==> src/rtl/core/fibmod_pkg.sv <==
// ----------------------------------------------------------------------------
// fibmod_pkg
// Types, widths and the modular add helper shared by the Fibonacci modulo
// core and its modular multiply unit.
// ----------------------------------------------------------------------------
package fibmod_pkg;

    localparam int INDEX_BITS = 48;
    localparam int MOD_BITS   = 20;

    // bit position counters
    localparam int IDX_W = $clog2(INDEX_BITS);
    localparam int CNT_W = $clog2(MOD_BITS);

    typedef logic [INDEX_BITS-1:0] index_t;
    typedef logic [MOD_BITS-1:0]   mod_t;
    typedef logic [MOD_BITS:0]     mod_wide_t;

    typedef struct packed {
        index_t index_n;
        mod_t   modulus;
    } fm_in_t;

    typedef struct packed {
        mod_t fib_mod;
        logic modulus_error;
    } fm_out_t;

    // request to the modular multiply unit
    typedef struct packed {
        logic start;
        mod_t x;
        mod_t y;
    } mm_req_t;

    // response from the modular multiply unit
    typedef struct packed {
        logic done;
        mod_t prod;
    } mm_rsp_t;

    // (x + y) mod m, valid whenever x + y < 2m
    function automatic mod_t mod_add(mod_t x, mod_t y, mod_t m);
        mod_wide_t s;
        s = {1'b0, x} + {1'b0, y};
        if (s >= {1'b0, m})
        begin
            s = s - {1'b0, m};
        end
        return s[MOD_BITS-1:0];
    endfunction

endpackage

==> src/rtl/core/fibmod_mulmod.sv <==
// ----------------------------------------------------------------------------
// fibmod_mulmod
// Shift-and-add modular multiplier: x * y mod m, one multiplier bit per
// cycle, most significant bit first, accumulator kept below m.
// ----------------------------------------------------------------------------
module fibmod_mulmod (
    input  logic                clk,
    input  logic                rst_n,
    input  fibmod_pkg::mm_req_t req,
    input  fibmod_pkg::mod_t    m,
    output fibmod_pkg::mm_rsp_t rsp
);
    import fibmod_pkg::*;

    logic             busy_reg, busy_next;
    logic             done_reg, done_next;
    logic [CNT_W-1:0] cnt_reg, cnt_next;
    mod_t             acc_reg, acc_next;
    mod_t             x_reg, x_next;
    mod_t             y_reg, y_next;

    mod_wide_t dbl;
    mod_wide_t dbl_red;
    mod_t      acc_step;

    // double then conditionally add x, both reduced by one subtract
    always_comb
    begin
        dbl      = {acc_reg, 1'b0};
        dbl_red  = (dbl >= {1'b0, m}) ? (dbl - {1'b0, m}) : dbl;
        acc_step = y_reg[MOD_BITS-1] ? mod_add(dbl_red[MOD_BITS-1:0], x_reg, m)
                                     : dbl_red[MOD_BITS-1:0];
    end

    always_comb
    begin
        busy_next = busy_reg;
        done_next = 1'b0;
        cnt_next  = cnt_reg;
        acc_next  = acc_reg;
        x_next    = x_reg;
        y_next    = y_reg;
        if (req.start)
        begin
            busy_next = 1'b1;
            cnt_next  = CNT_W'(MOD_BITS - 1);
            acc_next  = '0;
            x_next    = req.x;
            y_next    = req.y;
        end
        else if (busy_reg)
        begin
            acc_next = acc_step;
            y_next   = {y_reg[MOD_BITS-2:0], 1'b0};
            cnt_next = cnt_reg - 1'b1;
            if (cnt_reg == '0)
            begin
                busy_next = 1'b0;
                done_next = 1'b1;
            end
        end
    end

    always_ff @(posedge clk or negedge rst_n)
    begin
        if (!rst_n)
        begin
            busy_reg <= 1'b0;
            done_reg <= 1'b0;
            cnt_reg  <= '0;
        end
        else
        begin
            busy_reg <= busy_next;
            done_reg <= done_next;
            cnt_reg  <= cnt_next;
        end
    end

    always_ff @(posedge clk)
    begin
        acc_reg <= acc_next;
        x_reg   <= x_next;
        y_reg   <= y_next;
    end

    assign rsp.done = done_reg;
    assign rsp.prod = acc_reg;

    a_no_start_while_busy : assert property (@(posedge clk) disable iff (!rst_n)
        req.start |-> !busy_reg)
        else $error("multiply started while busy");

    a_acc_reduced : assert property (@(posedge clk) disable iff (!rst_n)
        done_reg |-> acc_reg < m)
        else $error("product not reduced below modulus");

    a_done_after_last : assert property (@(posedge clk) disable iff (!rst_n)
        done_reg |-> $past(busy_reg) && !busy_reg)
        else $error("done without a finished multiply");

endmodule

==> src/rtl/core/fibonacci_modulo.sv <==
// ----------------------------------------------------------------------------
// fibonacci_modulo
// F(n) mod m by fast doubling over the bits of n, with all multiplies done
// on one shared shift-and-add modular multiplier.
// ----------------------------------------------------------------------------
// One item at a time: item_stall is high from the accepting transfer until the
// result is loaded into the output register. Leading zero bits of index_n only
// pass through the bit and next states; every bit from the first set bit on runs
// the full doubling step, dominated by three serial modular multiplies at one
// multiplier bit per cycle. A zero modulus returns 0 with modulus_error set. The
// output register lets the next item start while a result waits to be taken.
// ----------------------------------------------------------------------------
module fibonacci_modulo (
    input  logic                clk,
    input  logic                rst_n,
    input  logic                item_valid,
    output logic                item_stall,
    input  fibmod_pkg::fm_in_t  item,
    output logic                result_valid,
    input  logic                result_stall,
    output fibmod_pkg::fm_out_t result
);
    import fibmod_pkg::*;

    localparam logic [3:0] ST_IDLE   = 4'd0;
    localparam logic [3:0] ST_BIT    = 4'd1;
    localparam logic [3:0] ST_TWO_B  = 4'd2;
    localparam logic [3:0] ST_SUB_A  = 4'd3;
    localparam logic [3:0] ST_MUL_C  = 4'd4;
    localparam logic [3:0] ST_MUL_AA = 4'd5;
    localparam logic [3:0] ST_MUL_BB = 4'd6;
    localparam logic [3:0] ST_SUM_D  = 4'd7;
    localparam logic [3:0] ST_UPDATE = 4'd8;
    localparam logic [3:0] ST_NEXT   = 4'd9;
    localparam logic [3:0] ST_FINISH = 4'd10;

    logic [3:0]       state_reg, state_next;
    logic             issued_reg, issued_next;
    logic             started_reg, started_next;
    logic [IDX_W-1:0] bit_reg, bit_next;
    logic             out_valid_reg, out_valid_next;

    index_t  n_reg, n_next;
    mod_t    m_reg, m_next;
    mod_t    a_reg, a_next;
    mod_t    b_reg, b_next;
    mod_t    c_reg, c_next;
    mod_t    d_reg, d_next;
    mod_t    t_reg, t_next;
    logic    err_reg, err_next;
    fm_out_t out_reg, out_next;

    mm_req_t mm_req;
    mm_rsp_t mm_rsp;
    logic    item_xfer;

    assign item_xfer = item_valid && !item_stall;

    fibmod_mulmod u_mulmod (
        .clk   (clk),
        .rst_n (rst_n),
        .req   (mm_req),
        .m     (m_reg),
        .rsp   (mm_rsp)
    );

    always_comb
    begin
        state_next     = state_reg;
        issued_next    = issued_reg;
        started_next   = started_reg;
        bit_next       = bit_reg;
        out_valid_next = out_valid_reg && result_stall;
        n_next         = n_reg;
        m_next         = m_reg;
        a_next         = a_reg;
        b_next         = b_reg;
        c_next         = c_reg;
        d_next         = d_reg;
        t_next         = t_reg;
        err_next       = err_reg;
        out_next       = out_reg;
        mm_req.start   = 1'b0;
        mm_req.x       = a_reg;
        mm_req.y       = a_reg;

        case (state_reg)
            ST_IDLE:
            begin
                if (item_xfer)
                begin
                    n_next       = item.index_n;
                    m_next       = item.modulus;
                    a_next       = '0;
                    b_next       = (item.modulus == mod_t'(1)) ? '0 : mod_t'(1);
                    started_next = 1'b0;
                    bit_next     = IDX_W'(INDEX_BITS - 1);
                    err_next     = (item.modulus == '0);
                    state_next   = (item.modulus == '0) ? ST_FINISH : ST_BIT;
                end
            end
            ST_BIT:
            begin
                // leading zero bits leave the starting pair (0, 1 mod m) unchanged
                if (!started_reg && !n_reg[INDEX_BITS-1])
                begin
                    state_next = ST_NEXT;
                end
                else
                begin
                    started_next = 1'b1;
                    state_next   = ST_TWO_B;
                end
            end
            ST_TWO_B:
            begin
                t_next     = mod_add(b_reg, b_reg, m_reg);
                state_next = ST_SUB_A;
            end
            ST_SUB_A:
            begin
                // t = 2b - a mod m
                t_next     = mod_add(t_reg, m_reg - a_reg, m_reg);
                state_next = ST_MUL_C;
            end
            ST_MUL_C:
            begin
                mm_req.x = a_reg;
                mm_req.y = t_reg;
                if (!issued_reg)
                begin
                    mm_req.start = 1'b1;
                    issued_next  = 1'b1;
                end
                else if (mm_rsp.done)
                begin
                    c_next      = mm_rsp.prod;
                    issued_next = 1'b0;
                    state_next  = ST_MUL_AA;
                end
            end
            ST_MUL_AA:
            begin
                mm_req.x = a_reg;
                mm_req.y = a_reg;
                if (!issued_reg)
                begin
                    mm_req.start = 1'b1;
                    issued_next  = 1'b1;
                end
                else if (mm_rsp.done)
                begin
                    d_next      = mm_rsp.prod;
                    issued_next = 1'b0;
                    state_next  = ST_MUL_BB;
                end
            end
            ST_MUL_BB:
            begin
                mm_req.x = b_reg;
                mm_req.y = b_reg;
                if (!issued_reg)
                begin
                    mm_req.start = 1'b1;
                    issued_next  = 1'b1;
                end
                else if (mm_rsp.done)
                begin
                    t_next      = mm_rsp.prod;
                    issued_next = 1'b0;
                    state_next  = ST_SUM_D;
                end
            end
            ST_SUM_D:
            begin
                d_next     = mod_add(d_reg, t_reg, m_reg);
                state_next = ST_UPDATE;
            end
            ST_UPDATE:
            begin
                if (n_reg[INDEX_BITS-1])
                begin
                    a_next = d_reg;
                    b_next = mod_add(c_reg, d_reg, m_reg);
                end
                else
                begin
                    a_next = c_reg;
                    b_next = d_reg;
                end
                state_next = ST_NEXT;
            end
            ST_NEXT:
            begin
                n_next = {n_reg[INDEX_BITS-2:0], 1'b0};
                if (bit_reg == '0)
                begin
                    state_next = ST_FINISH;
                end
                else
                begin
                    bit_next   = bit_reg - 1'b1;
                    state_next = ST_BIT;
                end
            end
            ST_FINISH:
            begin
                if (!out_valid_reg || !result_stall)
                begin
                    out_next.fib_mod       = err_reg ? '0 : a_reg;
                    out_next.modulus_error = err_reg;
                    out_valid_next         = 1'b1;
                    state_next             = ST_IDLE;
                end
            end
            default:
            begin
                state_next = ST_IDLE;
            end
        endcase
    end

    always_ff @(posedge clk or negedge rst_n)
    begin
        if (!rst_n)
        begin
            state_reg     <= ST_IDLE;
            issued_reg    <= 1'b0;
            started_reg   <= 1'b0;
            bit_reg       <= '0;
            out_valid_reg <= 1'b0;
        end
        else
        begin
            state_reg     <= state_next;
            issued_reg    <= issued_next;
            started_reg   <= started_next;
            bit_reg       <= bit_next;
            out_valid_reg <= out_valid_next;
        end
    end

    always_ff @(posedge clk)
    begin
        n_reg   <= n_next;
        m_reg   <= m_next;
        a_reg   <= a_next;
        b_reg   <= b_next;
        c_reg   <= c_next;
        d_reg   <= d_next;
        t_reg   <= t_next;
        err_reg <= err_next;
        out_reg <= out_next;
    end

    assign item_stall   = (state_reg != ST_IDLE);
    assign result_valid = out_valid_reg;
    assign result       = out_reg;

    a_pair_reduced : assert property (@(posedge clk) disable iff (!rst_n)
        (state_reg != ST_IDLE && state_reg != ST_FINISH)
            |-> (a_reg < m_reg) && (b_reg < m_reg))
        else $error("fast doubling pair not reduced below modulus");

    a_done_when_issued : assert property (@(posedge clk) disable iff (!rst_n)
        mm_rsp.done |-> issued_reg)
        else $error("multiply response with no request outstanding");

    a_error_result_zero : assert property (@(posedge clk) disable iff (!rst_n)
        (out_valid_reg && out_reg.modulus_error) |-> (out_reg.fib_mod == '0))
        else $error("nonzero result on modulus error");

endmodule

==> config.mk <==
export PLATFORM = sky130hd
export DESIGN_NAME = fibonacci_modulo
export DESIGN_NICKNAME = d
export VERILOG_FILES = /design/src/rtl/core/fibmod_pkg.sv /design/src/rtl/core/fibmod_mulmod.sv /design/src/rtl/core/fibonacci_modulo.sv
export SDC_FILE = /design/constraint.sdc
export NUM_CORES = 1
export LEC_CHECK = 0
export BUFFER_PORTS_ARGS = -buffer_cell sky130_fd_sc_hd__buf_4
export CORE_MARGIN = 2
export CORE_UTILIZATION = 40
export DETAILED_ROUTE_END_ITERATION = 8
export GPL_TIMING_DRIVEN = 1
export PLACE_DENSITY = 0.57
export SLEW_MARGIN = 20
export SYNTH_ARGS = -nofsm -noshare
export SYNTH_HDL_FRONTEND = slang
export SYNTH_SLANG_ARGS = --single-unit
==> constraint.sdc <==
create_clock -name clk -period 9.5 [get_ports clk]
set_input_delay 2.85 -clock clk [delete_from_list [all_inputs] [get_ports clk]]
set_output_delay 2.85 -clock clk [all_outputs]
set_load 0.02 [all_outputs]
==> impl_metrics.prom <==
# TYPE chip_impl_metric gauge
chip_impl_metric{name="clock_latency",unit="ns"} 0.60
chip_impl_metric{name="postCtsSetupBuffers",unit=""} 0
chip_impl_metric{name="routed_wire_length_per_instance",unit="um"} 22.0
chip_impl_metric{name="tritoncts.num_buffers",unit=""} 31
chip_impl_info{name="cp-end-kind",value="register"} 1
chip_impl_metric{name="syn_area",unit="mm2"} 0.0225
chip_impl_metric{name="number_of_enable_flip_flop_cells_after_synthesis",unit=""} 230
chip_impl_metric{name="crit_fanout",unit=""} 19
chip_impl_info{name="setup_repair_after_global_routing_missed_its_margin",value="no"} 1
chip_impl_metric{name="maxSlewHeadroom",unit="%"} 27.0
chip_impl_metric{name="coreArea",unit="mm2"} 0.0553
chip_impl_metric{name="postSynthNetCount",unit=""} 2824
chip_impl_info{name="worst_setup_path_start_kind",value="register"} 1
chip_impl_info{name="timing_worst_setup_path_type",value="reg -> reg"} 1
chip_impl_metric{name="slew_viol_final",unit=""} 0
chip_impl_metric{name="die-area",unit="mm2"} 0.0581
chip_impl_info{name="hold_class",value="reg -> reg"} 1
chip_impl_info{name="tritoncts_clock_tree",value="done"} 1
chip_impl_metric{name="layout.filler_cells",unit=""} 5436
chip_impl_metric{name="start_util",unit="%"} 40.6
chip_impl_metric{name="critical_path_arrival",unit="ns"} 9.21
chip_impl_metric{name="hold_viol_final",unit=""} 0
chip_impl_metric{name="place.detailed.hpwl",unit="um"} 58200
chip_impl_metric{name="track_usage",unit="%"} 25.2
chip_impl_metric{name="synth.yosys.warnings",unit=""} 0
chip_impl_info{name="cpMostUsedCell",value="ha_1"} 1
chip_impl_metric{name="antenna_cells",unit=""} 0
chip_impl_info{name="synth-main-ff-cell",value="edfxtp_1"} 1
chip_impl_metric{name="postSynthCellCount",unit=""} 2518
chip_impl_metric{name="die_w",unit="um"} 241
chip_impl_metric{name="gpl.final_weighted_congestion",unit=""} 0.963
chip_impl_metric{name="clock_tree.htree_level_count",unit=""} 1
chip_impl_metric{name="grt_start_max_net_pins",unit=""} 60
chip_impl_metric{name="number_of_global_route_vias_before_repair",unit=""} 18300
chip_impl_metric{name="finish.net_count",unit=""} 2914
chip_impl_metric{name="buffer_ports.inserted",unit=""} 94
chip_impl_metric{name="drt_iter0_markers",unit=""} 1653
chip_impl_metric{name="finClkSkew",unit="ns"} 0.0256
chip_impl_metric{name="cts.path.max_buffers",unit=""} 3
chip_impl_metric{name="grt_pass1_wl",unit="um"} 111000
chip_impl_metric{name="path_clk_slew",unit="ns"} 0.06
chip_impl_metric{name="count_of_tritonroute_iterations_in_the_first_routing_pass",unit=""} 5
chip_impl_metric{name="detail-route-antenna-nets",unit=""} 0
chip_impl_metric{name="vias_per_cell",unit=""} 5.80
chip_impl_metric{name="critPathRequiredTime",unit="ns"} 10.01
chip_impl_metric{name="drt_drc_violations_left",unit=""} 0
chip_impl_metric{name="drive_gt1_share",unit="%"} 8.59
chip_impl_metric{name="synth_sequential_area_ratio",unit="%"} 34.7
chip_impl_metric{name="setup_viol_count_final",unit=""} 0
chip_impl_metric{name="setup-tns-final",unit="ns"} 0
chip_impl_metric{name="rows",unit=""} 86
chip_impl_metric{name="globalRouteOverflowTotal",unit=""} 0
chip_impl_metric{name="r2r_slack",unit="ns"} 0.80
chip_impl_metric{name="cpPeakStageDelay",unit="ns"} 0.65
chip_impl_info{name="yosys-top-cells-area",value="edfxtp_1 31%, ha_1 12%, nand2_1 5.5%"} 1
chip_impl_info{name="post-synth-top-area-cell",value="edfxtp_1"} 1
chip_impl_metric{name="largest_register_ffs",unit=""} 48
chip_impl_metric{name="die_h",unit="um"} 241
chip_impl_info{name="clock-root-buffer",value="clkbuf_16"} 1
chip_impl_metric{name="finalCritPeriodShare",unit="%"} 91.6
chip_impl_metric{name="timing_worst_slew_pin_value",unit="ns"} 1.10
chip_impl_info{name="status",value="completed"} 1
chip_impl_metric{name="clock-sinks",unit=""} 270
chip_impl_metric{name="final_hold_slack",unit="ns"} 0.511
chip_impl_metric{name="routed_wirelength",unit="um"} 74400
chip_impl_metric{name="via_count",unit=""} 19600
chip_impl_info{name="cp_slowest_cell",value="o41ai_4"} 1
chip_impl_metric{name="final-instance-count-excl-fill",unit=""} 3380
chip_impl_metric{name="library_cells_used_by_synthesis",unit=""} 75
chip_impl_metric{name="place.detailed.instances",unit=""} 3323
chip_impl_metric{name="ctsHoldBuffers",unit=""} 0
chip_impl_metric{name="area_growth_syn_to_layout",unit="%"} 12.1
chip_impl_metric{name="async_s_r_ff_share_synth",unit="%"} 7.41
chip_impl_metric{name="yosys_register_bits",unit=""} 270
chip_impl_metric{name="max-cap-violations",unit=""} 0
chip_impl_metric{name="floorplan.io_pins",unit=""} 95
chip_impl_metric{name="share_of_the_synthesized_area_in_the_top_cell_type",unit="%"} 30.7
chip_impl_metric{name="syn_avg_cell_area",unit="um2"} 8.92
chip_impl_metric{name="period_needed",unit="ns"} 8.70
chip_impl_metric{name="cts.repair.resized",unit=""} 0
chip_impl_metric{name="grt_antenna_before_repair",unit=""} 0
chip_impl_metric{name="max_clock_freq",unit="MHz"} 115
[path summary, 6_finish.rpt]
kind | cells past startpoint | startpoint | to
setup / recovery | 30 | m_reg[1] | u_mulmod.acc_reg[17]
hold / removal | 2 | n_reg[25] | n_reg[26]
setup reg to reg | 30 | m_reg[1] | u_mulmod.acc_reg[17]
hold reg to reg | 2 | n_reg[25] | n_reg[26]
max in group asynchronous | 1 | rst_n | state_reg[1]
min in group asynchronous | 1 | rst_n | bit_reg[1]
[cells in the final DEF (no fill, tap or decap), types with 14 or more instances in the layout]
| cell | synthesis | routed |
|---|---|---|
| dfxtp_1 | 20 | 20 |
| nor2_1 | 227 | 226 |
| o21ai_0 | 179 | 179 |
| nor2b_1 | 26 | 25 |
| a21o_1 | 73 | 73 |
| or3_1 | 18 | 18 |
| o211ai_1 | 15 | 15 |
| nand2b_1 | 24 | 24 |
| inv_1 | 109 | 108 |
| a21oi_1 | 186 | 185 |
| clkbuf_16 | 0 | 31 |
| nand4_1 | 18 | 18 |
| edfxtp_1 | 230 | 230 |
| buf_4 | 0 | 136 |
| a31oi_1 | 14 | 14 |
| o221ai_1 | 16 | 16 |
| ha_1 | 223 | 223 |
| xnor2_1 | 108 | 108 |
| nand2_1 | 332 | 330 |
| mux2i_1 | 97 | 97 |
| o21a_1 | 32 | 32 |
| and3_1 | 25 | 25 |
| a211oi_1 | 43 | 43 |
| and2_1 | 16 | 16 |
| mux2_2 | 14 | 14 |
| nand3_1 | 51 | 51 |
| nor3_1 | 47 | 47 |
| dfrtp_1 | 20 | 19 |
| xor2_1 | 72 | 72 |
| o21bai_1 | 29 | 29 |
[worst max-delay path, delay by kind of cell (launching register included)]
family | cells | cell delay (ns)
compound gates | 17 | 4.29
xor+xnor | 1 | 0.16
fa+ha+maj | 3 | 0.99
buf+inv | 3 | 0.76
flops | 1 | 0.55
mux | 1 | 0.42
simple gates | 5 | 1.42
[synth_stat cells, drive strengths merged, types with 9 or more instances]
master and count:
o21a 32, nor3 47, mux2 14, a21oi 186
dfxtp 20, xor2 72, nor4 13, edfxtp 230
mux2i 97, clkbuf 66, nor2b 26, inv 110
and3 25, o31a 10, xnor2 108, fa 11
a211oi 44, o211ai 15, nand2 332, a31oi 14
nor2 227, nand4 18, nand2b 24, or2 9
dfrtp 20, a21o 73, or3 18, o21bai 29
a211o 12, o221ai 16, o21ai 185, and2 17
nand3 51, ha 223, a2111oi 11, a221o 9
buf 13
[cell type report]
cell class | instances | area [um2] | share of cell area [%]
multi-input combinational | 2057 | 14000 | 55.6
clock inverter | 21 | 205 | 0.815
inverter | 112 | 420 | 1.67
timing repair buffer | 136 | 1020 | 4.05
sequential | 270 | 7810 | 31.0
tap | 748 | 936 | 3.72
clock buffer | 36 | 805 | 3.19
[layer usage]
metal | track usage [%] | vias up | routed length [um]
li1 | - | 9422 | -
met1 | 36.3 | 9461 | 34800
met2 | 39.3 | 594 | 33000
met3 | 2.96 | 126 | 3960
met4 | 8.02 | 0 | 2580
met5 | 0 | - | 0
[kinds of logic (layout without fill, tap and decap cells)]
logic type / Yosys count / in the layout / synth area share (%)
xor+xnor: 180 / 180 / 7.02
flops: 270 / 270 / 34.7
simple gates: 829 / 829 / 16.5
compound gates: 703 / 703 / 20.1
mux: 111 / 111 / 5.02
fa+ha+maj: 234 / 234 / 13.4
buf+inv: 191 / 305 / 3.21
[through the flow]
stage / cell area (um2) / setup slack (ns) / util (%)
floorplan: 22500 / 2.04 / -
global route: 25200 / 0.270 / 45.5
global placement: 24200 / 1.18 / 43.7
finish: 25200 / 0.796 / 45.5
detailed placement: 24200 / 1.11 / 43.7
CTS: 25200 / 1.03 / 45.5
Power is not shown: default switching activity piles up to over one toggle a cycle in this logic, so the estimate is an artifact.
